<file path="src/sv/ccvm_pkg.sv">
// ----------------------------------------------------------------------------
// ccvm_pkg
// Shared types and constants for the two-sample copula CvM statistic block.
// ----------------------------------------------------------------------------
package ccvm_pkg;

    localparam int COORD_W = 16;
    localparam int STAT_W  = 32;
    localparam int SUM_W   = 48;
    localparam int CFG_W   = 4;

    localparam logic [16:0] ONE_Q16  = 17'h10000;
    localparam logic [16:0] HALF_Q16 = 17'h08000;

    // command from front to back, sized for the largest configuration
    typedef struct packed {
        logic        wr;
        logic        fin;
        logic        grp;
        logic [15:0] addr;
        logic [15:0] data;
        logic [12:0] n;
        logic [12:0] m;
        logic        ovf;
        logic [4:0]  dims;
    } t_cmd;

    typedef struct packed {
        logic busy;
    } t_back_stat;

    typedef enum logic [4:0] {
        ST_IDLE  = 5'b00001,
        ST_PAIR  = 5'b00010,
        ST_DRAIN = 5'b00100,
        ST_MUL   = 5'b01000,
        ST_DIV   = 5'b10000
    } t_state;

endpackage

</file>
<file path="src/sv/ccvm_front.sv">
// ----------------------------------------------------------------------------
// ccvm_front
// Accepts coordinates, tracks row position and group counts, issues commands.
// ----------------------------------------------------------------------------
module ccvm_front #(
    parameter int MAX_ROWS = 256,
    parameter int MAX_DIMS = 8
) (
    input  logic                            i_clk,
    input  logic                            i_rst_n,
    input  logic                            i_cfg_we,
    input  logic [ccvm_pkg::CFG_W-1:0]      i_cfg_wdata,
    input  logic                            i_in_valid,
    output logic                            o_in_ready,
    input  logic                            i_grp,
    input  logic [ccvm_pkg::COORD_W-1:0]    i_coord,
    input  logic                            i_last,
    input  logic                            i_q_full,
    output logic                            o_push,
    output ccvm_pkg::t_cmd                  o_cmd
);

    localparam int RW  = (MAX_ROWS > 1) ? $clog2(MAX_ROWS) : 1;
    localparam int CW  = $clog2(MAX_ROWS + 1);
    localparam int DW  = (MAX_DIMS > 1) ? $clog2(MAX_DIMS) : 1;
    localparam int DMW = $clog2(MAX_DIMS + 1);

    logic [ccvm_pkg::CFG_W-1:0] r_cfg_dims;
    logic                       r_open;
    logic [DMW-1:0]             r_adims;
    logic [DW-1:0]              r_pos;
    logic [CW-1:0]              r_cnt1;
    logic [CW-1:0]              r_cnt2;
    logic                       r_ovf;
    logic                       r_rgrp;
    logic                       r_kept;

    logic [4:0]     cfg5;
    logic [4:0]     clamped;
    logic [DMW-1:0] dims_cur;
    logic           first;
    logic [CW-1:0]  cnt_g;
    logic [CW-1:0]  cnt_row;
    logic           row_grp;
    logic           row_kept;
    logic [DMW:0]   pos_p1;
    logic           row_end;
    logic           accept;
    logic [CW-1:0]  n_cnt1;
    logic [CW-1:0]  n_cnt2;
    logic           n_ovf;
    logic [DW-1:0]  n_pos;

    always_comb begin
        cfg5 = {1'b0, r_cfg_dims};
        if (cfg5 == 5'd0) begin
            clamped = 5'd1;
        end else if (cfg5 > 5'(MAX_DIMS)) begin
            clamped = 5'(MAX_DIMS);
        end else begin
            clamped = cfg5;
        end
        dims_cur = r_open ? r_adims : DMW'(clamped);
        first    = (r_pos == '0);
        cnt_g    = i_grp ? r_cnt2 : r_cnt1;
        row_grp  = first ? i_grp : r_rgrp;
        row_kept = first ? (cnt_g < CW'(MAX_ROWS)) : r_kept;
        cnt_row  = row_grp ? r_cnt2 : r_cnt1;
        pos_p1   = (DMW+1)'(r_pos) + (DMW+1)'(1);
        row_end  = (pos_p1 >= (DMW+1)'(dims_cur));
        n_cnt1   = r_cnt1 + CW'(row_end && row_kept && !row_grp);
        n_cnt2   = r_cnt2 + CW'(row_end && row_kept && row_grp);
        n_ovf    = r_ovf | (first && !row_kept);
        n_pos    = row_end ? '0 : DW'(pos_p1);
    end

    assign accept     = i_in_valid && !i_q_full;
    assign o_in_ready = !i_q_full;
    assign o_push     = accept;

    always_comb begin
        o_cmd      = '0;
        o_cmd.wr   = row_kept;
        o_cmd.fin  = i_last;
        o_cmd.grp  = row_grp;
        o_cmd.addr = 16'({cnt_row[RW-1:0], r_pos});
        o_cmd.data = i_coord;
        o_cmd.n    = 13'(n_cnt1);
        o_cmd.m    = 13'(n_cnt2);
        o_cmd.ovf  = n_ovf;
        o_cmd.dims = 5'(dims_cur);
    end

    always_ff @(posedge i_clk) begin
        if (!i_rst_n) begin
            r_cfg_dims <= ccvm_pkg::CFG_W'(1);
            r_open     <= 1'b0;
            r_adims    <= DMW'(1);
            r_pos      <= '0;
            r_cnt1     <= '0;
            r_cnt2     <= '0;
            r_ovf      <= 1'b0;
            r_rgrp     <= 1'b0;
            r_kept     <= 1'b0;
        end else begin
            if (i_cfg_we) begin
                r_cfg_dims <= i_cfg_wdata;
            end
            if (accept) begin
                if (i_last) begin
                    r_open <= 1'b0;
                    r_pos  <= '0;
                    r_cnt1 <= '0;
                    r_cnt2 <= '0;
                    r_ovf  <= 1'b0;
                    r_rgrp <= 1'b0;
                    r_kept <= 1'b0;
                end else begin
                    r_open  <= 1'b1;
                    r_adims <= dims_cur;
                    r_pos   <= n_pos;
                    r_cnt1  <= n_cnt1;
                    r_cnt2  <= n_cnt2;
                    r_ovf   <= n_ovf;
                    r_rgrp  <= row_grp;
                    r_kept  <= row_kept;
                end
            end
        end
    end

endmodule

</file>
<file path="config.mk">
export PLATFORM = sky130hd
export DESIGN_NAME = ccvm_front
export DESIGN_NICKNAME = d
export VERILOG_FILES = /design/src/sv/ccvm_pkg.sv /design/src/sv/ccvm_front.sv
export SDC_FILE = /design/constraint.sdc
export NUM_CORES = 1
export LEC_CHECK = 0
export BUFFER_PORTS_ARGS = -buffer_cell sky130_fd_sc_hd__buf_2
export CAP_MARGIN = 20
export CORE_UTILIZATION = 48
export DETAILED_ROUTE_END_ITERATION = 10
export PLACE_DENSITY = 0.87
export SYNTH_ARGS = -nofsm -noshare
export SYNTH_HDL_FRONTEND = slang
export SYNTH_SLANG_ARGS = --single-unit
</file>
<file path="constraint.sdc">
create_clock -name i_clk -period 3.1 [get_ports i_clk]
set_input_delay 0.155 -clock i_clk [delete_from_list [all_inputs] [get_ports i_clk]]
set_output_delay 0.155 -clock i_clk [all_outputs]
set_load 0.1 [all_outputs]
</file>
==> results of run 1 <==
-- cells in the final DEF (no fill, tap or decap), types with 4 or more instances in the layout --
cell type  Yosys  routed
clkbuf_8       0       5
or3_1          8       8
conb_1         1      14
o21ai_0       17      15
nand2_1       20      17
ha_4           0       6
xnor2_4        0       8
buf_12         0      16
mux2i_1        8       7
buf_4         35       7
nand4b_1       4       4
nand3_1        7       4
nor2b_1        6       5
a21boi_1       7       7
xor2_4         0       5
nand3b_1       5       5
a21oi_1        4       4
a21boi_0       5       5
nand2b_1       4       4
inv_1          9       8
o211a_1        4       4
and3_1         8       6
dfxtp_1       33      27
mux2_2         8       8
buf_2          3      33
-- metal layers --
metal / share of wire / up-vias / wire [um] / GRT usage
met4: 0.017 / 0 / 104 / 0.0937
met3: 0.075 / 11 / 451 / 0.0577
li1: - / 940 / - / -
met5: 0 / - / 0 / 0
met2: 0.51 / 97 / 3070 / 0.395
met1: 0.39 / 961 / 2370 / 0.290
-- power groups by stage --
| stage | logic [W] | clock network [W] | registers, W |
|---|---|---|---|
| 6_report | 0.000318 | 0.000320 | 0.000443 |
| 3_3_place_gp | 0.000290 | 0 | 0.000450 |
| 2_1_floorplan | 0.000373 | 0 | 0.000451 |
| 5_1_grt | 0.000330 | 0.000346 | 0.000444 |
| 4_1_cts | 0.000307 | 0.000320 | 0.000441 |
| 3_5_place_dp | 0.000294 | 0 | 0.000451 |
-- synth_stat cells, types with 4 or more instances --
library cell	n	share of area
a21boi_0	5	0.016
a21boi_1	7	0.023
a21oi_1	4	0.0086
a22oi_1	4	0.013
and3_1	8	0.022
buf_4	35	0.11
clkbuf_1	13	0.021
dfxtp_1	33	0.29
ha_1	10	0.054
inv_1	9	0.015
mux2_2	8	0.039
mux2i_1	8	0.035
nand2_1	20	0.032
nand2b_1	4	0.011
nand3_1	7	0.015
nand3b_1	5	0.016
nand4b_1	4	0.015
nor2b_1	6	0.016
o211a_1	4	0.017
o21ai_0	17	0.037
or3_1	8	0.022
xnor2_1	8	0.030
xor2_1	7	0.026
-- kinds of logic (layout without fill, tap and decap cells) --
family,count (synthesis),count (layout),synth area share
buffers and inverters,64,74,0.173
and+or+nand+nor,76,76,0.191
muxes,16,16,0.0735
DFF,33,33,0.285
adders and majority gates,10,10,0.0540
xor gates and xnor gates,15,15,0.0567
other,1,14,0.00162
AOI/OAI and AO/OA,55,55,0.164
-- critical path: stages, from the launching register on --
cell	delay [ns]
dfxtp_4	0.42
mux2i_1	0.32
ha_2	0.33
o21a_1	0.14
o2bb2ai_4	0.18
nor3_2	0.06
ha_2	0.23
ha_4	0.16
and3_4	0.21
buf_4	0.16
xor2_4	0.15
buf_12	0.19
-- area by class of cell --
class                           count  area [um2]  area share
Tap cell                           52        65.1      0.0203
Sequential cell                    33         676       0.211
Timing Repair Buffer               56         538       0.168
Clock inverter                      3        12.5     0.00390
Multi-Input combinational cell    186        1810       0.564
Clock buffer                        5        68.8      0.0215
Inverter                           10        37.5      0.0117
-- sequential cells by signal, summed over array words and instances, names as in the netlist --
name and cells:
r_pos 3, r_cfg_dims 4, r_adims 4, r_open 1, r_ovf 1, r_kept 1, r_cnt2 9, r_cnt1 9
r_rgrp 1
-- repair_timing --
item                                    4_1_cts  5_1_grt
resized for setup                            12       18
setup buffers                                 3        1
cloned                                        0        0
endpoints found under the setup margin       13       10
hold buffers                                  0        0
pin swaps                                     4        9
-- through the flow --
stage / hold slack, ns / utilization
floorplan: 0.284 / -
global placement: 0.311 / 0.657
detailed placement: 0.311 / 0.657
CTS: 0.0958 / 0.689
global route: 0.111 / 0.712
finish: 0.0905 / 0.712
-- worst paths after layout --
kind,cells after the start,to,slack [ns],startpoint
max reg2reg,11,r_cnt2[8]$_SDFFE_PN0P_,0.39,r_open$_SDFFE_PN0P_
max,11,o_cmd[10],0.08,r_open$_SDFFE_PN0P_
min,3,r_cfg_dims[0]$_SDFFE_PN1P_,0.09,i_cfg_wdata[0]
min reg2reg,2,r_cnt2[0]$_SDFFE_PN0P_,0.50,r_cnt2[0]$_SDFFE_PN0P_
==> flow_summary.toml, run 1 <==
[routing]
first_iter_violations = 123
drt_wl_total_um = 6000
ant_nets = 0
drc = 0
drt_first_pass_iters = 5
dr_total_vias = 2009
routedWlPerCell_um = 17.4
viasPerCell = 5.82

[timing]
tns_ns = 0
finalCriticalPeriod_ns = 3.02
tightest_slew_ns = 0.625
hold_viol = 0
slew_headroom = 0.583
maxSlewViolCount = 0
fin_skew_ns = 0.00294
final.setup.worst_slack_ns = 0.0839
setup_violations = 0
clock.fmax_mhz = 332
min_period_over_period = 0.973

[clock_network]
path_clk_slew_ns = 0.07
cts_buffers = 5
clk_latency_ns = 0.29
cts_tree = "done"
clockBufferDepth = 2
htree_levels = 2
clockRootBuffer = "clkbuf_8"
cts.sinks = 33

[worst_setup_path]
startpoint_type = "flop"
cp_data_arrival_time_ns = 2.86
critPathKind = "reg -> out"
cp-end-kind = "output port"
worstPathMaxFanout = 9
cp_data_required_time_ns = 2.94

[yosys]
synth-edff-count = 0
yosys_warnings = 0
synth.avg_cell_area_um2 = 8.58
synthDistinctLibCells = 44
netlist_area_um2 = 2320
netlist_instances = 270
yosys_register_bits = 33
synth_async_sr_flop_share = 0
ys_dominant_reg_cell = "dfxtp_1"
ys_seq_area_frac = 0.285

[pwr]
p_seq_frac = 0.410
leakage_nw = 1.43
power_per_cell_area_nw_per_um2 = 337
power_frac_comb = 0.294
p_int_w = 0.000648
p_clk_frac = 0.296
total_power_w = 0.00108
netSwitchingPower_w = 0.000433
ir_drop_uv = 373
netSwitchingFraction = 0.400

[die]
die_h_um = 71.5
core_um2 = 4500
die_area_um2 = 5110
io_pins = 96
start_util = 0.514
rows = 24
die_w_um = 71.5

[finish]
syn2layout_area_growth_pct = 38.5
finalNonFillerCells = 345
fillers = 313
insertedDiodeCount = 0
final_nets = 329
layout-drive-gt1-share = 0.437
design_area_um2 = 3210

[global_routing]
grt_max_degree = 41
gr-total-overflow = 0
grt_pass1_wl_um = 9250
grt_usage = 0.235
antenna_found_initial = 0
grt_pass1_vias = 1884

[placement]
place_ws_ns = -0.0395
place_area_um2 = 2960
port_buffers = 49
place_congestion = 0.783
place_inst = 333
dp_hpwl_um = 3950

[run]
maxCapViolCount = 0

[min_path]
hold_class = "in -> reg"

[status]
status = "finished clean"
(Power assumes the default switching activity.)
==> run 2, diff against run 1 <==
--- a/config.mk
+++ b/config.mk
@@ -5,6 +5,7 @@
 export SDC_FILE = /design/constraint.sdc
 export NUM_CORES = 1
 export LEC_CHECK = 0
+export ABC_AREA = 1
 export BUFFER_PORTS_ARGS = -buffer_cell sky130_fd_sc_hd__buf_2
 export CAP_MARGIN = 20
 export CORE_UTILIZATION = 48
==> run 2 against run 1 <==
Largest cell class unchanged; the flow now finishes with violations (design-rule violations); core utilization is 7.5 points lower; highest routed layer unchanged; synthesized cell count is 24% higher; register-to-register slack better by 0.09 ns; sequential share of layout area is 2.7 points higher; critical endpoint is now o_cmd[26]; count of clock-buffer cells in the layout is 3 higher.
==> flow_summary.toml, run 2 <==
[die]
rows = 24
die_area_um2 = 5020
io_pins = 96
die_h_um = 70.8
core_um2 = 4440
die_w_um = 70.8
start_util = 0.512

[finish]
layout_commonest_cell = "nand2_1"
register_area_um2 = 672
multi_input_area_um2 = 1450
finalNonFillerCells = 420
mostFrequentLayoutCells = "nand2_1, buf_2, inv_1"
post-route-util = 0.637
final_nets = 404
syn2layout_area_growth_pct = 24.5
top_regs = "r_cnt1 x9, r_cnt2 x9"
fillers = 368
layout-drive-gt1-share = 0.332
insertedDiodeCount = 0

[placement]
place_congestion = 0.805
place_inst = 409
port_buffers = 49
dp_hpwl_um = 3770

[worst_setup_path]
slowest_delay_ns = 0.37
critPathSlowestCell = "dfxtp_4"
startpoint_type = "flop"
cp-end-kind = "output port"
cp_data_arrival_time_ns = 2.83
r2r-start = "r_pos[0]$_SDFFE_PN0P_"
critPathKind = "reg -> out"
path_cells = "ha_4 -> xnor2_2 -> inv_1 -> ha_1 -> nand2_1 -> inv_1 -> nand2_2 -> nand2_2 -> nand2_2 -> nor2_2 -> ha_2 -> nand2_1 -> nor2_4 -> nand2_1 -> nand2_1 -> and2_2 -> buf_6"
path_common_cell = "nand2_1"
r2r_cells = 18
worstPathMaxFanout = 4
cp_data_required_time_ns = 2.94
r2r_end = "r_cnt1[6]$_SDFFE_PN0P_"
rrSetupSlack_ns = 0.48

[global_routing]
grt_pass1_vias = 2026
grt_max_degree = 27
grt_usage = 0.219
grt_pass1_wl_um = 8630
antenna_found_initial = 0
gr-total-overflow = 0

[clock_network]
htree_levels = 2
clockBufferDepth = 2
path_clk_slew_ns = 0.07
cts_hold_buf = 0
cts_tree = "done"
clockRootBuffer = "clkbuf_8"
clk_latency_ns = 0.29
cts.sinks = 33
cts_buffers = 5

[yosys]
synth.top_cell.area_share = 0.290
yosysMostFrequentCell = "nand2_1"
netlist_area_um2 = 2270
synth-edff-count = 0
synth.avg_cell_area_um2 = 6.77
synth_area_leaders = "dfxtp_1, nand2_1, buf_4"
yosys_register_bits = 33
synth_async_sr_flop_share = 0
ys_dominant_reg_cell = "dfxtp_1"
synthTopCellsByCount = "nand2_1, inv_1, buf_4"
ys_seq_area_frac = 0.290
yosys.area.top_type = "dfxtp_1"
synthDistinctLibCells = 34
yosys_warnings = 0
netlist_instances = 336

[timing]
maxSlewViolCount = 0
finalCriticalPeriod_ns = 2.98
fin_skew_ns = 0.00854
slew_headroom = 0.466
setup_violations = 0
min_period_over_period = 0.962
hold_viol = 0
tightest_slew_ns = 0.800
clock.fmax_mhz = 335

[routing]
first_iter_violations = 124
dr_total_vias = 2132
drt_wl_total_um = 5210
drt_first_pass_iters = 9
drc = 14
routedWlPerCell_um = 12.4
viasPerCell = 5.08
ant_nets = 0

[min_path]
min_delay_worst_endpoint = "r_cfg_dims[0]$_SDFFE_PN1P_"
whs_path_depth = 3
hold_path.startpoint = "i_cfg_wdata[0]"
hold_class = "in -> reg"

[status]
status = "complete, but fails checks"
violations = "design-rule violations"

[pwr]
ir_drop_uv = 275
leakage_nw = 1.21
power_per_cell_area_nw_per_um2 = 390

[run]
maxCapViolCount = 0
## run 2: kinds of logic after synthesis
group | after synthesis | share of synthesized area
simple gates | 148 | 0.287
buf+inv | 85 | 0.209
compound gates | 52 | 0.123
flops | 33 | 0.290
fa+ha+maj | 10 | 0.0550
xor+xnor | 7 | 0.0336
other cells | 1 | 0.00165
## run 2: layout make-up
cell class / instances / share of cell area
Sequential cell: 33 / 0.237
Clock buffer: 8 / 0.0318
Timing Repair Buffer: 53 / 0.137
Multi-Input combinational cell: 231 / 0.513
Tap cell: 52 / 0.0230
Inverter: 43 / 0.0579
## run 2: routing by layer
layer	global-route usage	wire length (um)
met1	0.246	2130
met2	0.397	2710
met3	0.0470	284
met4	0.0933	93
met5	0	0
## run 2: worst max-delay path by stage
stage / end / from / cells after the start
finish: o_cmd[26] / r_pos[0]$_SDFFE_PN0P_ / 17
detailed placement: o_cmd[26] / r_cfg_dims[2]$_SDFFE_PN0P_ / 19
global route: o_cmd[27] / r_pos[0]$_SDFFE_PN0P_ / 18
global placement: o_cmd[26] / r_cfg_dims[2]$_SDFFE_PN0P_ / 19
floorplan: r_cnt2[4]$_SDFFE_PN0P_ / r_cfg_dims[3]$_SDFFE_PN0P_ / 18
CTS: o_cmd[12] / r_pos[0]$_SDFFE_PN0P_ / 17
## run 2: timing repair
item	in CTS	in global routing
endpoints found under the setup margin	4	14
resized for setup	2	33
buffers inserted	0	3
pin swaps	0	8
## run 2: through the flow
| stage | area (um2) | setup WS [ns] | total power [W] | setup TNS, ns | hold slack, ns |
|---|---|---|---|---|---|
| 2_1_floorplan | 2530 | -0.141 | 0.000845 | -0.271 | 0.277 |
| 3_3_place_gp | 2610 | 0.337 | 0.000758 | 0 | 0.311 |
| 3_5_place_dp | 2610 | 0.239 | 0.000761 | 0 | 0.311 |
| 4_1_cts | 2700 | -0.00819 | 0.00110 | -0.00819 | 0.0686 |
| 5_1_grt | 2830 | -0.0428 | 0.00114 | -0.168 | 0.0843 |
| 6_report | 2830 | 0.119 | 0.00110 | 0 | 0.0738 |
## run 2: report_power, final
part           internal (W)  total (W)  leakage [nW]  switching [W]
Sequential         0.000434   0.000442         0.271     0.00000757
Combinational     0.0000517   0.000326         0.897       0.000274
Clock              0.000181   0.000336        0.0455       0.000155
Total              0.000667    0.00110          1.21       0.000436
## run 2: critical path, delay by kind of cell (launching register included)
family,cells,cell delay (ns)
xor gates and xnor gates,1,0.17
and+or+nand+nor,10,1.00
buffers and inverters,3,0.35
adders and majority gates,3,0.65
DFF,1,0.37
==> run 3, diff against run 2 <==
--- a/config.mk
+++ b/config.mk
@@ -6,11 +6,11 @@
 export NUM_CORES = 1
 export LEC_CHECK = 0
 export ABC_AREA = 1
-export BUFFER_PORTS_ARGS = -buffer_cell sky130_fd_sc_hd__buf_2
 export CAP_MARGIN = 20
-export CORE_UTILIZATION = 48
+export CORE_UTILIZATION = 61
 export DETAILED_ROUTE_END_ITERATION = 10
-export PLACE_DENSITY = 0.87
+export DONT_BUFFER_PORTS = 1
+export PLACE_DENSITY = 0.84
 export SYNTH_ARGS = -nofsm -noshare
 export SYNTH_HDL_FRONTEND = slang
 export SYNTH_SLANG_ARGS = --single-unit
==> run 3 against run 2 <==
The flow finishes with violations (negative setup slack); non-clock buffer count shrank 6; largest power group unchanged; core utilization grew 26 points; clock power grew 14%; maximum frequency shrank 9.2%; register-to-register slack lost 0.30 ns; final area grew 9.2%; sequential cell count is the same; highest routed layer unchanged; final cell count shrank 2.9%.
==> flow_summary.toml, run 3 (synthesis results as in run 2) <==
[clock_network]
path_clk_slew_ns = 0.08
cts_tree = "done"
clockRootBuffer = "clkbuf_8"
clk_latency_ns = 0.31
clockBufferDepth = 2
cts_buffers = 5
htree_levels = 2
cts.sinks = 33

[finish]
final_nets = 398
fillers = 140
mostFrequentLayoutCells = "nand2_1, inv_1, a21oi_1"
insertedDiodeCount = 0
syn2layout_area_growth_pct = 36.0
top_regs = "r_cnt1 x9, r_cnt2 x9"
layout-drive-gt1-share = 0.343
layout_commonest_cell = "nand2_1"

[timing]
hold-worst-slack_ns = 0.00187
slew_headroom = 0.422
setup_violations = 9
clock.fmax_mhz = 305
finalCriticalPeriod_ns = 3.28
min_period_over_period = 1.06
hold_viol = 0
tightest_slew_ns = 0.866
maxSlewViolCount = 0
fin_skew_ns = 0.00744
final.setup.worst_slack_ns = -0.182
tns_ns = -0.911

[routing]
dr_wl_met3_um = 1110
first_iter_violations = 415
routed.top_layer = "met4"
viasPerCell = 6.33
dr_total_vias = 2581
drt_wl_total_um = 8690
drc = 0
wl_met1_um = 2910
wl_met2_um = 4080
drt_first_pass_iters = 5
ant_nets = 0
routedWlPerCell_um = 21.3

[worst_setup_path]
r2r_end = "r_cnt2[8]$_SDFFE_PN0P_"
cp_data_arrival_time_ns = 3.13
rrSetupSlack_ns = 0.18
critPathKind = "reg -> out"
cp-end-kind = "output port"
r2r_cells = 18
r2r-start = "r_pos[0]$_SDFFE_PN0P_"
cp_data_required_time_ns = 2.94
startpoint_type = "flop"
worstPathMaxFanout = 4
crit_path_start = "r_pos[0]$_SDFFE_PN0P_"
endpoint = "o_cmd[14]"

[status]
status = "complete, but fails checks"
violations = "negative setup slack"

[die]
rows = 21
io_pins = 96
die_h_um = 63.1
die_area_um2 = 3980
start_util = 0.661
die_w_um = 63.1
core_um2 = 3440

[global_routing]
gr-total-overflow = 0
grt_pass1_vias = 2233
antenna_found_initial = 0
grt_usage = 0.342
grt_max_degree = 27
grt_pass1_wl_um = 10600

[min_path]
hold_class = "in -> reg"

[pwr]
leakage_nw = 1.26
ir_drop_uv = 436
power_per_cell_area_nw_per_um2 = 387

[placement]
dp_hpwl_um = 4070
port_buffers = 0
place_congestion = 0.889

[run]
maxCapViolCount = 0
==> run 3: changes by cell type in the layout (fill, tap and decap cells not counted), moves of 3 or more <==
cell           previous run  this run
dlygate4sd3_1             0         3
nor2_4                    3         6
buf_12                    5        19
buf_6                     3         0
nor2_2                    6         3
clkbuf_4                  3         0
buf_2                    37         0
o21ai_2                   1         7
o21ai_1                   6         0
buf_4                     4        25
==> run 3: worst max-delay path, cell delays in order (launching register included) <==
cell and delay [ns]:
dfxtp_4 0.37, ha_2 0.20, xnor2_2 0.21, inv_1 0.09
ha_1 0.29, nand2_1 0.07, inv_1 0.06, nand2_2 0.09
nand2_2 0.08, nand2_2 0.09, nor2_2 0.12, ha_2 0.22
ha_4 0.17, inv_1 0.06, nor2_2 0.18, nand3_1 0.20
nand2_4 0.15, buf_12 0.18
==> run 3: where the power goes <==
part | total (W) | leakage [nW] | internal [W] | switching [W]
Clock | 0.000383 | 0.0542 | 0.000201 | 0.000182
Sequential | 0.000444 | 0.271 | 0.000434 | 0.0000104
Combinational | 0.000369 | 0.936 | 0.0000760 | 0.000293
==> run 3: worst min path at each step <==
stage / cells after the start / end / start
final: 2 / r_cfg_dims[1]$_SDFFE_PN0P_ / i_rst_n
after global routing: 2 / r_cfg_dims[1]$_SDFFE_PN0P_ / i_rst_n
after CTS: 2 / r_pos[0]$_SDFFE_PN0P_ / i_rst_n
after detailed placement: 1 / r_cfg_dims[0]$_SDFFE_PN1P_ / i_rst_n
after global placement: 1 / r_cfg_dims[0]$_SDFFE_PN1P_ / i_rst_n
after floorplan: 2 / r_cfg_dims[0]$_SDFFE_PN1P_ / i_cfg_wdata[0]
==> run 3: per-stage QoR <==
| step | util | total power [W] | instances | instance area [um2] | setup WS, ns |
|---|---|---|---|---|---|
| detailed placement | 0.810 | 0.000775 | 389 | 2790 | 0.241 |
| floorplan | - | 0.000845 | 349 | 2530 | -0.141 |
| global route | 0.899 | 0.00122 | 408 | 3090 | -0.372 |
| global placement | 0.810 | 0.000769 | 389 | 2790 | 0.402 |
| finish | 0.899 | 0.00120 | 408 | 3090 | -0.182 |
| CTS | 0.860 | 0.00115 | 402 | 2960 | 0.00155 |
==> run 3: final cells by class <==
class	count	area [um2]	share of cell area
Multi-Input combinational cell	231	1500	0.484
Sequential cell	33	672	0.217
Timing Repair Buffer	47	598	0.193
Inverter	43	168	0.0542
Clock buffer	7	96.3	0.0311
Tap cell	46	57.6	0.0186
Clock inverter	1	5.00	0.00162
==> run 3: layer usage <==
metal  vias up  global-route usage
met5         -                   0
met4         0               0.151
met2       284               0.599
li1       1046                   -
met3        80              0.0815
met1      1171               0.390
==> run 3: timing repair <==
item / 4_1_cts / 5_1_grt
pin swaps: 3 / 8
gates resized for setup: 7 / 20
hold endpoints to repair: 6 / 0
setup endpoints to repair: 6 / 11
hold buffers: 3 / 0
setup buffers: 2 / 6
