[config.mk]
export PLATFORM = sky130hd
export DESIGN_NAME = ccvm_queue
export DESIGN_NICKNAME = d
export VERILOG_FILES = /design/src/sv/ccvm_pkg.sv /design/src/sv/ccvm_queue.sv
export SDC_FILE = /design/constraint.sdc
export NUM_CORES = 1
export LEC_CHECK = 0
export ABC_AREA = 1
export BUFFER_PORTS_ARGS = -buffer_cell sky130_fd_sc_hd__buf_4
export CAP_MARGIN = 15
export CORE_MARGIN = 2
export CORE_UTILIZATION = 33
export DETAILED_ROUTE_END_ITERATION = 8
export MAX_ROUTING_LAYER = met4
export PLACE_DENSITY_LB_ADDON = 0.2
export SETUP_SLACK_MARGIN = 0.5
export SYNTH_ARGS = -nofsm -noshare
export SYNTH_HDL_FRONTEND = slang
export SYNTH_SLANG_ARGS = --single-unit
[constraint.sdc]
create_clock -name i_clk -period 2.7 [get_ports i_clk]
set_input_delay 0.675 -clock i_clk [delete_from_list [all_inputs] [get_ports i_clk]]
set_output_delay 0.675 -clock i_clk [all_outputs]
set_load 0.05 [all_outputs]
[src/sv/ccvm_pkg.sv]
// ----------------------------------------------------------------------------
// ccvm_pkg
// Shared types and constants for the two-sample copula CvM statistic block.
// ----------------------------------------------------------------------------
package ccvm_pkg;

    localparam int COORD_W = 16;
    localparam int STAT_W  = 32;
    localparam int SUM_W   = 48;
    localparam int CFG_W   = 4;

    localparam logic [16:0] ONE_Q16  = 17'h10000;
    localparam logic [16:0] HALF_Q16 = 17'h08000;

    // command from front to back, sized for the largest configuration
    typedef struct packed {
        logic        wr;
        logic        fin;
        logic        grp;
        logic [15:0] addr;
        logic [15:0] data;
        logic [12:0] n;
        logic [12:0] m;
        logic        ovf;
        logic [4:0]  dims;
    } t_cmd;

    typedef struct packed {
        logic busy;
    } t_back_stat;

    typedef enum logic [4:0] {
        ST_IDLE  = 5'b00001,
        ST_PAIR  = 5'b00010,
        ST_DRAIN = 5'b00100,
        ST_MUL   = 5'b01000,
        ST_DIV   = 5'b10000
    } t_state;

endpackage

[src/sv/ccvm_queue.sv]
// ----------------------------------------------------------------------------
// ccvm_queue
// Four-entry command queue between front and back.
// ----------------------------------------------------------------------------
module ccvm_queue (
    input  logic           i_clk,
    input  logic           i_rst_n,
    input  logic           i_push,
    input  ccvm_pkg::t_cmd i_cmd,
    output logic           o_full,
    input  logic           i_pop,
    output logic           o_valid,
    output ccvm_pkg::t_cmd o_cmd
);

    ccvm_pkg::t_cmd r_mem [4];
    logic [1:0]     r_wp;
    logic [1:0]     r_rp;
    logic [2:0]     r_cnt;

    assign o_full  = (r_cnt == 3'd4);
    assign o_valid = (r_cnt != 3'd0);
    assign o_cmd   = r_mem[r_rp];

    always_ff @(posedge i_clk) begin
        if (i_push) begin
            r_mem[r_wp] <= i_cmd;
        end
    end

    always_ff @(posedge i_clk) begin
        if (!i_rst_n) begin
            r_wp  <= '0;
            r_rp  <= '0;
            r_cnt <= '0;
        end else begin
            if (i_push) begin
                r_wp <= r_wp + 2'd1;
            end
            if (i_pop) begin
                r_rp <= r_rp + 2'd1;
            end
            r_cnt <= r_cnt + 3'(i_push) - 3'(i_pop);
        end
    end

endmodule

==> results of run 1 <==
[flip-flops by register name, indices dropped and copies added (netlist names), named ones only]
register,cells
r_mem,268
r_cnt,3
r_rp,2
r_wp,2
[layer usage]
metal  part of all wire [%]  wire, um  up-vias  global-route usage (%)
met4                    2.1       566        0                    3.82
met5                      0         0        -                       -
met3                    5.0      1360       40                    2.70
li1                       -         -     3275                       -
met1                     44     12000     3268                    17.2
met2                     49     13300      145                    23.8
[cell type report]
cell class | instances | area, um^2 | share of cell area (%)
sequential | 277 | 8240 | 55.9
timing repair buffer | 187 | 2350 | 15.9
multi-input combinational | 366 | 2100 | 14.2
clock buffer | 34 | 766 | 5.19
inverter | 150 | 578 | 3.92
tap | 448 | 561 | 3.80
clock inverter | 20 | 155 | 1.05
antenna | 1 | 2.50 | 0.0170
[repair_timing]
item                                    CTS  global route
buffers inserted                          3             2
endpoints found under the setup margin   67            67
cloned                                    9            20
resized for setup                        81            69
pin swaps                                 6            24
[kinds of logic after synthesis]
kind of cell | share of synthesized area (%)
and+or+nand+nor | 5.05
DFF | 74.3
adders and majority gates | 0.859
AOI/OAI and AO/OA | 11.5
buffers and inverters | 8.30
[metrics by stage]
step	instance area [um^2]	instances	setup WS (ns)	utilization [%]
floorplan	11100	838	0.584	-
global route	14700	1483	0.155	44.3
CTS	14100	1460	0.233	42.3
detailed placement	12600	1394	0.665	37.7
global placement	12600	1394	0.693	37.7
finish	14700	1483	0.248	44.3
[worst max path at each step]
stage                 from          end  slack (ns)  cells after the start
finish                flop    o_cmd[32]        0.25                      6
global route          flop    o_cmd[32]        0.15                      6
CTS                   flop     o_cmd[9]        0.23                      6
detailed placement   i_pop     r_cnt[2]        0.67                      9
global placement     i_pop     r_cnt[2]        0.69                      9
floorplan           i_push  r_mem[0][0]        0.58                      2
[power groups by stage]
stage               combinational [mW]  clock, mW  sequential (mW)
floorplan                         1.03          0             5.05
global placement                  1.52          0             5.05
detailed placement                1.53          0             5.05
CTS                               1.76       3.96             4.96
global route                      2.06       4.13             4.98
finish                            1.94       3.85             4.97
[placed cells by master, fill, tap and decap left out, drive strengths merged, types with 2 or more instances in the layout]
cell	instances
edfxtp	268
buf	172
inv	147
nand2	144
a21oi	73
o21ai	71
o211ai	67
clkbuf	49
clkinv	16
dfxtp	9
ha	6
clkinvlp	5
nand3	2
bufinv	2
==> Flow_metrics.wiki, run 1 <==
{| class="wikitable"
! Metric !! Value
|-
| Number of nets in the layout || approximately 1,100
|-
| Number of enable flip-flop cells after synthesis || about 270
|-
| Router iterations before antenna repair || 5
|-
| Clock transition time at the flip-flop clock pins of the worst setup and hold paths || approximately 0.060 ns
|-
| Commonest cells in the netlist || sky130_fd_sc_hd__edfxtp_1 (268), sky130_fd_sc_hd__inv_1 (150), sky130_fd_sc_hd__nand2_1 (144)
|-
| Outcome || complete, no violations
|-
| Achievable frequency || 0.408 GHz
|-
| Layout cells sized above 1 || 27.5%
|-
| Number of DRC markers in iteration 0 || 387
|-
| Number of primary I/O pins || between 100 and 150
|-
| Min-Delay Path Depth || 1
|-
| Number of filler cells placed in the layout || approximately 3,000
|-
| Arr. time, crit path || between 1.5 and 2 ns
|-
| Critical-path cell list || clkbuf_16, clkbuf_16, a21oi_2, o21ai_1, nand2_1, buf_6
|-
| Count of standard-cell rows || 67
|-
| Peak supply drop || between 0.5 and 0.6 mV
|-
| Global-route wire length before repair || about 37,000 um
|-
| Clock network fraction of design power || a little over a third
|-
| Part of the Yosys area used for sequential elements || between 70% and 80%
|-
| Reg2reg setup slack || 1.08 ns
|-
| Syn Nets || 916
|-
| DRT antenna net count || 0
|-
| Avg Cell Area, Syn || 13.2 um^2
|-
| Maximum single-stage delay on the critical path || ~0.39 ns
|-
| Startpoint of the lowest-slack register-to-register path || r_wp[1]
|-
| CP Launch Type || flop
|-
| Hold Crit Class || in2reg
|-
| Share of the clock period used by the worst path after layout || around nine tenths
|-
| Final Max Slew Viols || 0
|-
| Internal power contribution || 7.84 mW
|-
| Crit path capture type || output pin
|-
| Area growth from synthesis to final layout || 33.1%
|-
| Pin count of the biggest net entering global routing || 59
|-
| HPWL reported at the end of detailed placement || 11,900 um
|-
| Proportion of synthesized flip-flops having asynchronous set or reset || 0%
|-
| Launch instance of the worst min-delay path || i_cmd[2]
|-
| Via count of the routed design || between 6,000 and 7,000
|-
| Count of unique library cells instantiated by Yosys || 20
|-
| Sequential share of power || 46.2%
|-
| Die height || 187 um
|-
| Library cell with the highest instance count after synthesis || sky130_fd_sc_hd__edfxtp_1
|-
| Vias in the first global route || around 6,500
|-
| MaxCap Viol Count || 0
|-
| Number of register bits inferred by synthesis || approximately 280
|-
| Fraction of synthesized cell area taken by the top area cell type || 72.7%
|-
| Netlist area before placement || 11,100 um^2
|-
| Worst path required time || about 2.0 ns
|-
| CTS tree || done
|-
| Maximum level of the CTS H-tree || 1
|-
| Clock Skews || between 0.015 and 0.02 ns
|-
| Leftover overflow at the end of global routing || 0
|-
| Root buf cell || sky130_fd_sc_hd__clkbuf_16
|-
| Gate count after technology mapping || roughly 840
|-
| Number of failing setup endpoints in the final timing report || 0
|-
| GRT Util Overall || roughly 14%
|-
| Worst setup path category || reg2out
|-
| Total design power || about 11 mW
|-
| Worst reg2reg path depth || 5
|-
| Yosys warning total || 0
|-
| Sw Share || 27.0%
|-
| PwrDens || 729 nW/um^2
|-
| Hold Path Sink || r_mem[0][2]
|-
| Count of hold-fix buffers inserted at cts || 0
|-
| Transition at the pin with the smallest max-transition slack || between 0.5 and 0.6 ns
|-
| Worst hold-check slack || between 0.3 and 0.4 ns
|-
| Effective utilization at floorplan || between 30% and 40%
|-
| Maximum fanout along the worst path || 7
|-
| DIE AREA || between 30,000 and 40,000 um^2
|-
| Number of buffers inserted during clock tree synthesis || 30
|-
| Headroom to the max-slew limit || approximately 64%
|-
| Part of the power in combinational logic || around 18%
|-
| Routed wirelength normalized by instance count || around 18 um
|-
| Unrepaired setup endpoints after global routing || true
|-
| Horizontal extent of the die || approximately 190 um
|-
| Insertion delay of the later-clocked pin in the worst-skew pair || between 0.5 and 0.6 ns
|-
| Count of port buffers added during placement || roughly 140
|-
| Final hold vios || 0
|-
| Post-Route Setup TNS || 0 ns
|-
| Prevailing post-synth register cell || sky130_fd_sc_hd__edfxtp_1
|-
| Total core area || about 33,000 um^2
|-
| Minimum clock period after layout || 2.45 ns
|-
| Area leader, netlist || sky130_fd_sc_hd__edfxtp_1
|-
| Cell leakage power || about 5.7 nW
|-
| Leading cell types by total area after synthesis || sky130_fd_sc_hd__edfxtp_1 (73%), sky130_fd_sc_hd__inv_1 (5.1%), sky130_fd_sc_hd__nand2_1 (4.9%), sky130_fd_sc_hd__o211ai_1 (3.9%), sky130_fd_sc_hd__a21oi_1 (3.3%)
|-
| Buf+Inv Stages, Crit Path || 3
|-
| Antenna violations before repair || 1
|-
| Slowest CP cell || sky130_fd_sc_hd__dfxtp_4
|-
| Clock net sink count || approximately 280
|-
| DRC Markers || 0
|-
| Sum of routed wire length over all layers || about 27,000 um
|-
| Switching power total || between 2 and 3 mW
|-
| Reg-to-reg endpoint || r_mem[1][39]
|-
| Vias per cell || between 4 and 5
|-
| Number of buffers on the longest clock path || 3
|-
| Routability congestion estimate from global placement || between 0.6 and 0.7
|-
| Most frequent cell on the critical path || sky130_fd_sc_hd__clkbuf_16
|-
| Family with the most delay on the worst path || buffers and inverters
|}
No activity file was read; power rests on OpenSTA's default activity.
==> inputs of run 2 (changes only) <==
CORE_MARGIN = 1.5   (was 2)
==> run 2 against run 1 <==
Critical path depth is the same. Sequential cell count is the same. Fmax fell by 0.11%. Utilization is 0.16 points higher. Die area decreased by 1.1%. Via count fell by 1.8%. Clock power up 3%. First-iteration DRC count down 26%. Largest power group unchanged. Highest routed layer unchanged.
==> Flow_metrics.wiki, run 2 (synthesized netlist as in run 1, its figures left out) <==
{| class="wikitable"
! Metric !! Value
|-
| HPWL reported at the end of detailed placement || 12,500 um (+4.7%)
|-
| Arr. time, crit path || 1.78 ns (about the same)
|-
| Outcome || complete, no violations
|-
| Min-Delay Path Depth || 1 (unchanged)
|-
| Total core area || 32,800 um^2 (-1.5%)
|-
| Number of buffers on the longest clock path || 3 (unchanged)
|-
| Maximum fanout along the worst path || 8 (+1)
|-
| Post-Route Setup TNS || 0 ns (unchanged)
|-
| Hold Crit Class || in2reg
|-
| DIE AREA || 34,700 um^2 (-1.1%)
|-
| Most common library cell in the layout ignoring fill and taps || sky130_fd_sc_hd__edfxtp_1
|-
| CP Launch Type || flop
|-
| Vias per cell || 4.45 (-1.9%)
|-
| Number of flip-flops in the largest register || 268 (unchanged)
|-
| Reg-to-reg endpoint || r_mem[3][20]
|-
| DRC Markers || 0 (unchanged)
|-
| Clock net sink count || 277 (unchanged)
|-
| Multi-input combinational cell area || 2050 um^2 (-2.3%)
|-
| Minimum clock period after layout || 2.45 ns (+0.00276 ns)
|-
| Achievable frequency || 0.407 GHz (-0.11%)
|-
| Router iterations before antenna repair || 4 (-1)
|-
| Headroom to the max-slew limit || 60.2% (-4.0 points)
|-
| Share of the clock period used by the worst path after layout || 90.9% (+0.10 points)
|-
| Vias in the first global route || 6,493 (-0.40%)
|-
| Horizontal extent of the die || 186 um (-0.53%)
|-
| Crit path capture type || output pin
|-
| Number of failing setup endpoints in the final timing report || 0 (unchanged)
|-
| Hold Path Sink || r_mem[2][3]
|-
| Worst setup path category || reg2out
|-
| Cell leakage power || 5.64 nW (-0.43%)
|-
| Total design power || 10.8 mW (+0.14%)
|-
| Number of buffers inserted during clock tree synthesis || 30 (unchanged)
|-
| Number of standard cells in the layout, taps in and fillers out || 1,484 (+0.067%)
|-
| Clock Skews || 0.0249 ns (+0.00659 ns)
|-
| Leftover overflow at the end of global routing || 0 (unchanged)
|-
| Dpl ws || 0.589 ns (-0.0766 ns)
|-
| Registers with the most flip-flops || r_mem x268, r_cnt x3
|-
| Post-place instance area || 12,600 um^2 (+0.28%)
|-
| CTS tree || done
|-
| Via count of the routed design || 6,607 (-1.8%)
|-
| Maximum level of the CTS H-tree || 1 (unchanged)
|-
| Launch instance of the worst min-delay path || i_cmd[3]
|-
| Unrepaired setup endpoints after global routing || true
|-
| Routability congestion estimate from global placement || 0.675 (-1.5%)
|-
| Highest-count cells in the layout ignoring fill and taps || sky130_fd_sc_hd__edfxtp_1 (268), sky130_fd_sc_hd__inv_1 (146), sky130_fd_sc_hd__nand2_1 (141), sky130_fd_sc_hd__buf_4 (93), sky130_fd_sc_hd__buf_6 (68)
|-
| Number of DRC markers in iteration 0 || 285 (-26%)
|-
| Count of port buffers added during placement || 139 (unchanged)
|-
| Number of primary I/O pins || 140 (unchanged)
|-
| Transition at the pin with the smallest max-transition slack || 0.596 ns (+0.0607 ns)
|-
| Clock transition time at the flip-flop clock pins of the worst setup and hold paths || 0.07 ns (about the same)
|-
| Root buf cell || sky130_fd_sc_hd__clkbuf_16
|-
| Layout cells sized above 1 || 27.3% (-0.18 points)
|-
| Worst reg2reg path depth || 4 (-1)
|-
| DRT antenna net count || 0 (unchanged)
|-
| Utilization after layout || 44.5% (+0.16 points)
|-
| Number of cells after detailed placement || 1,397 (+0.22%)
|-
| Area growth from synthesis to final layout || 31.6%
|-
| Startpoint of the lowest-slack register-to-register path || r_wp[0]
|-
| Reg2reg setup slack || 1.01 ns (-0.07 ns)
|-
| Peak supply drop || 0.410 mV (-19%)
|-
| Number of nets in the layout || 1,095 (+0.46%)
|-
| Worst setup margin || 0.245 ns (-0.00276 ns)
|-
| Routed wirelength normalized by instance count || 16.0 um (-13%)
|-
| Insertion delay of the later-clocked pin in the worst-skew pair || 0.55 ns (about the same)
|-
| Worst path required time || 2.03 ns (about the same)
|-
| GRT Util Overall || 13.7% (-0.40 points)
|-
| Die height || 186 um (-0.53%)
|-
| Sum of routed wire length over all layers || 23,700 um (-13%)
|-
| Final hold vios || 0 (unchanged)
|-
| Sequential cell area || 8240 um^2 (unchanged)
|-
| Total non-filler cell area in the finished layout || 14,600 um^2 (-1.1%)
|-
| Worst hold-check slack || 0.322 ns (+0.00925 ns)
|-
| Final Max Slew Viols || 0 (unchanged)
|-
| Count of standard-cell rows || 66 (-1.5%)
|-
| Register with the most flip-flops || r_mem
|-
| Antenna violations before repair || 1 (unchanged)
|-
| Pin count of the biggest net entering global routing || 46 (-22%)
|-
| MaxCap Viol Count || 0 (unchanged)
|-
| Global-route wire length before repair || 35,100 um (-5.7%)
|-
| Number of filler cells placed in the layout || 3,020 (+0.33%)
|-
| Effective utilization at floorplan || 33.8% (+0.50 points)
|-
| PwrDens || 739 nW/um^2 (+1.3%)
|}
==> run 2: power by group <==
part / switching (mW) / internal (mW)
clock: 1.59 / 2.37
combinational: 1.16 / 0.671
sequential: 0.0514 / 4.92
==> run 2: worst max path at each step <==
stage,slack [ns],cells after the start,end,from
2_1_floorplan,0.58,2,r_mem[0][0],i_push
3_3_place_gp,0.61,5,o_cmd[11],flop
3_5_place_dp,0.59,5,o_cmd[25],flop
4_1_cts,0.22,6,o_cmd[41],flop
5_1_grt,0.15,6,o_cmd[42],flop
6_report,0.25,6,o_cmd[53],flop
==> run 2: timing repair <==
action                                  4_1_cts  5_1_grt
cloned                                        4       10
setup buffers                                14        2
hold buffers                                  0        0
pin swaps                                     7       16
gates resized for setup                      89       60
hold endpoints to repair                      0        0
endpoints found under the setup margin       67       67
==> run 2: cell type report <==
cell class / count / share of cell area, %
multi-input cells: 366 / 14.1
clock buffers: 38 / 5.50
clock inverters: 18 / 1.11
inverters: 150 / 3.97
flip-flops and latches: 277 / 56.5
well taps: 442 / 3.79
repair buffers: 192 / 15.0
diodes: 1 / 0.0172
==> run 2: routing by layer <==
layer	global-route usage, %	share of wire [%]
met5	-	0
met4	3.97	2.1
met3	2.80	5.6
met2	22.6	48
met1	16.9	45
==> run 2: worst max-delay path: stages (launching register included) <==
cell,delay (ns)
sky130_fd_sc_hd__dfxtp_4,0.40
sky130_fd_sc_hd__clkbuf_16,0.20
sky130_fd_sc_hd__clkbuf_16,0.17
sky130_fd_sc_hd__a21oi_2,0.12
sky130_fd_sc_hd__o21ai_1,0.07
sky130_fd_sc_hd__nand2_1,0.10
sky130_fd_sc_hd__buf_6,0.17
==> inputs of run 3 (changes only) <==
GPL_TIMING_DRIVEN = 0   (was default)
==> run 3 against run 2 <==
Critical path type unchanged. Die area did not move. Worst setup slack got worse by 0.052 ns. Clock power rose by 7.1%. Fmax fell by 2.1%. Register-to-register slack got worse by 0.24 ns. Largest cell class unchanged. Highest routed layer unchanged. Non-clock buffer count rose by 12. Wire length rose by 9.9%.
==> Flow_metrics.wiki, run 3 (synthesized netlist as in run 1, its figures left out) <==
{| class="wikitable"
! Metric !! Value
|-
| Utilization after layout || 45.4% (+0.99 points)
|-
| Number of cells after detailed placement || 1,427 (+2.1%)
|-
| Insertion delay of the later-clocked pin in the worst-skew pair || 0.54 ns (about the same)
|-
| Crit path capture type || output pin
|-
| Stages on worst setup path || 6 (unchanged)
|-
| Family with the most delay on the worst path || buffers and inverters
|-
| CTS tree || done
|-
| Arr. time, crit path || 1.83 ns (+0.05 ns)
|-
| Count of standard-cell rows || 66 (unchanged)
|-
| Achievable frequency || 0.399 GHz (-2.1%)
|-
| Minimum clock period after layout || 2.51 ns (+0.0516 ns)
|-
| Clock net sink count || 277 (unchanged)
|-
| Via count of the routed design || 6,667 (+0.91%)
|-
| Peak supply drop || 0.431 mV (+5.1%)
|-
| Hold Crit Class || in2reg
|-
| Worst reg2reg path depth || 6 (+2)
|-
| Sum of routed wire length over all layers || 26,000 um (+9.9%)
|-
| Most common library cell in the layout ignoring fill and taps || sky130_fd_sc_hd__edfxtp_1
|-
| Effective utilization at floorplan || 33.8% (unchanged)
|-
| Slowest CP cell || sky130_fd_sc_hd__dfxtp_2
|-
| MaxCap Viol Count || 0 (unchanged)
|-
| GRT Util Overall || 14.8% (+1.1 points)
|-
| DRT antenna net count || 0 (unchanged)
|-
| Clock Skews || 0.00614 ns (-0.0188 ns)
|-
| Transition at the pin with the smallest max-transition slack || 0.422 ns (-0.174 ns)
|-
| Sequential cell area || 8230 um^2 (about the same)
|-
| Horizontal extent of the die || 186 um (unchanged)
|-
| Maximum level of the CTS H-tree || 1 (unchanged)
|-
| Total core area || 32,800 um^2 (unchanged)
|-
| Number of antenna repair diodes || 0 (-1)
|-
| Routability congestion estimate from global placement || 0.709 (+5.1%)
|-
| Unrepaired setup endpoints after global routing || true
|-
| Routed wirelength normalized by instance count || 17.4 um (+9.0%)
|-
| Count of port buffers added during placement || 139 (unchanged)
|-
| Cell leakage power || 5.77 nW (+2.3%)
|-
| DRC Markers || 0 (unchanged)
|-
| Number of standard cells in the layout, taps in and fillers out || 1,496 (+0.81%)
|-
| Critical-path cell list || buf_12, clkbuf_16, clkbuf_8, o21ai_1, nand2_1, buf_6
|-
| Number of filler cells placed in the layout || 2,937 (-2.7%)
|-
| CP Launch Type || flop
|-
| Min-Delay Path Depth || 1 (unchanged)
|-
| Post-place instance area || 12,800 um^2 (+2.0%)
|-
| Leftover overflow at the end of global routing || 0 (unchanged)
|-
| Die height || 186 um (unchanged)
|-
| Worst hold-check slack || 0.334 ns (+0.0126 ns)
|-
| Layout cells sized above 1 || 29.7% (+2.4 points)
|-
| Register with the most flip-flops || r_mem
|-
| Maximum single-stage delay on the critical path || 0.32 ns (-0.08 ns)
|-
| Router iterations before antenna repair || 4 (unchanged)
|-
| Count of hold-fix buffers inserted at cts || 0 (unchanged)
|-
| HPWL reported at the end of detailed placement || 15,500 um (+25%)
|-
| Clock transition time at the flip-flop clock pins of the worst setup and hold paths || 0.06 ns (about the same)
|-
| Worst setup margin || 0.194 ns (-0.0516 ns)
|-
| Number of DRC markers in iteration 0 || 352 (+24%)
|-
| PwrDens || 748 nW/um^2 (+1.3%)
|-
| Antenna violations before repair || 0 (-1)
|-
| Share of the clock period used by the worst path after layout || 92.8% (+1.9 points)
|-
| Number of buffers inserted during clock tree synthesis || 31 (+3.3%)
|-
| Number of flip-flops in the largest register || 268 (unchanged)
|-
| Buf+Inv Stages, Crit Path || 4 (+1)
|-
| Maximum fanout along the worst path || 10 (+2)
|-
| Outcome || complete, no violations
|-
| Final hold vios || 0 (unchanged)
|-
| Root buf cell || sky130_fd_sc_hd__clkbuf_16
|-
| Number of buffers on the longest clock path || 3 (unchanged)
|-
| Number of failing setup endpoints in the final timing report || 0 (unchanged)
|-
| Vias in the first global route || 6,462 (-0.48%)
|-
| Registers with the most flip-flops || r_mem x268, r_cnt x3
|-
| Headroom to the max-slew limit || 71.8% (+12 points)
|-
| Worst setup path category || reg2out
|-
| Number of primary I/O pins || 140 (unchanged)
|-
| Final Max Slew Viols || 0 (unchanged)
|-
| Dpl ws || 0.502 ns (-0.0868 ns)
|-
| Multi-input combinational cell area || 2120 um^2 (+3.3%)
|-
| DIE AREA || 34,700 um^2 (unchanged)
|-
| Area growth from synthesis to final layout || 34.5%
|-
| Highest-count cells in the layout ignoring fill and taps || sky130_fd_sc_hd__edfxtp_1 (268), sky130_fd_sc_hd__inv_1 (146), sky130_fd_sc_hd__nand2_1 (141), sky130_fd_sc_hd__buf_4 (79), sky130_fd_sc_hd__buf_6 (70)
|-
| Vias per cell || 4.46 (about the same)
|-
| Pin count of the biggest net entering global routing || 32 (-30%)
|-
| Global-route wire length before repair || 37,100 um (+5.7%)
|-
| Worst path required time || 2.03 ns (about the same)
|-
| Total non-filler cell area in the finished layout || 14,900 um^2 (+2.2%)
|-
| Number of nets in the layout || 1,108 (+1.2%)
|}
run 3: changes by cell type in the layout (fill, tap and decap cells not counted), moves of 3 or more:
cell,change
sky130_fd_sc_hd__o21ai_1,-10
sky130_fd_sc_hd__clkbuf_1,-3
sky130_fd_sc_hd__a21oi_4,+3
sky130_fd_sc_hd__buf_8,+8
sky130_fd_sc_hd__buf_16,-9
sky130_fd_sc_hd__a21oi_2,-3
sky130_fd_sc_hd__o21ai_2,+12
sky130_fd_sc_hd__clkbuf_4,+6
sky130_fd_sc_hd__buf_4,-14
sky130_fd_sc_hd__buf_12,+14
sky130_fd_sc_hd__clkbuf_8,+7
run 3: path summary, 6_finish.rpt:
check                           startpoint            to  slack (ns)
worst max-delay path                  flop     o_cmd[25]        0.19
worst min-delay path             i_cmd[21]  r_mem[0][21]        0.33
worst max register to register     r_wp[0]  r_mem[0][45]        0.77
worst min register to register     r_rp[1]          flop        0.47
run 3: layout make-up:
type | count | share of cell area (%)
Multi-Input combinational cell | 366 | 14.2
Sequential cell | 277 | 55.3
Clock buffer | 40 | 5.77
Tap cell | 442 | 3.71
Inverter | 150 | 3.88
Timing Repair Buffer | 159 | 11.6
Clock inverter | 17 | 1.26
Buffer | 45 | 4.32
run 3: metal layers:
metal	track usage [%]	vias up	part of all wire, %
met1	19.0	3216	47
met3	2.47	24	4.0
li1	-	3301	-
met2	24.6	126	48
met5	-	-	0
met4	3.32	0	1.2
run 3: report_power, final:
part | switching (mW) | internal, mW | total (mW)
combinational | 1.23 | 0.711 | 1.94
clock | 1.63 | 2.61 | 4.24
sequential | 0.0472 | 4.92 | 4.96
run 3: stage by stage:
stage	power [mW]	setup TNS, ns
2_1_floorplan	6.08	0
3_3_place_gp	6.67	-139.98
3_5_place_dp	6.70	0
4_1_cts	11.0	0
5_1_grt	11.5	0
6_report	11.1	0
run 3: worst register-to-register path, stage by stage (launching register included):
cell and delay [ns]:
sky130_fd_sc_hd__dfxtp_1 0.35, sky130_fd_sc_hd__inv_1 0.09, sky130_fd_sc_hd__ha_1 0.20, sky130_fd_sc_hd__nand2_1 0.11, sky130_fd_sc_hd__clkinvlp_4 0.37, sky130_fd_sc_hd__buf_12 0.32
sky130_fd_sc_hd__buf_12 0.19
run 3: what timing repair did:
| action | in CTS | in global routing |
|---|---|---|
| endpoints found under the setup margin | 67 | 67 |
| gates resized for setup | 60 | 161 |
| setup buffers | 0 | 0 |
| pin swaps | 0 | 55 |
| cloned | 0 | 12 |
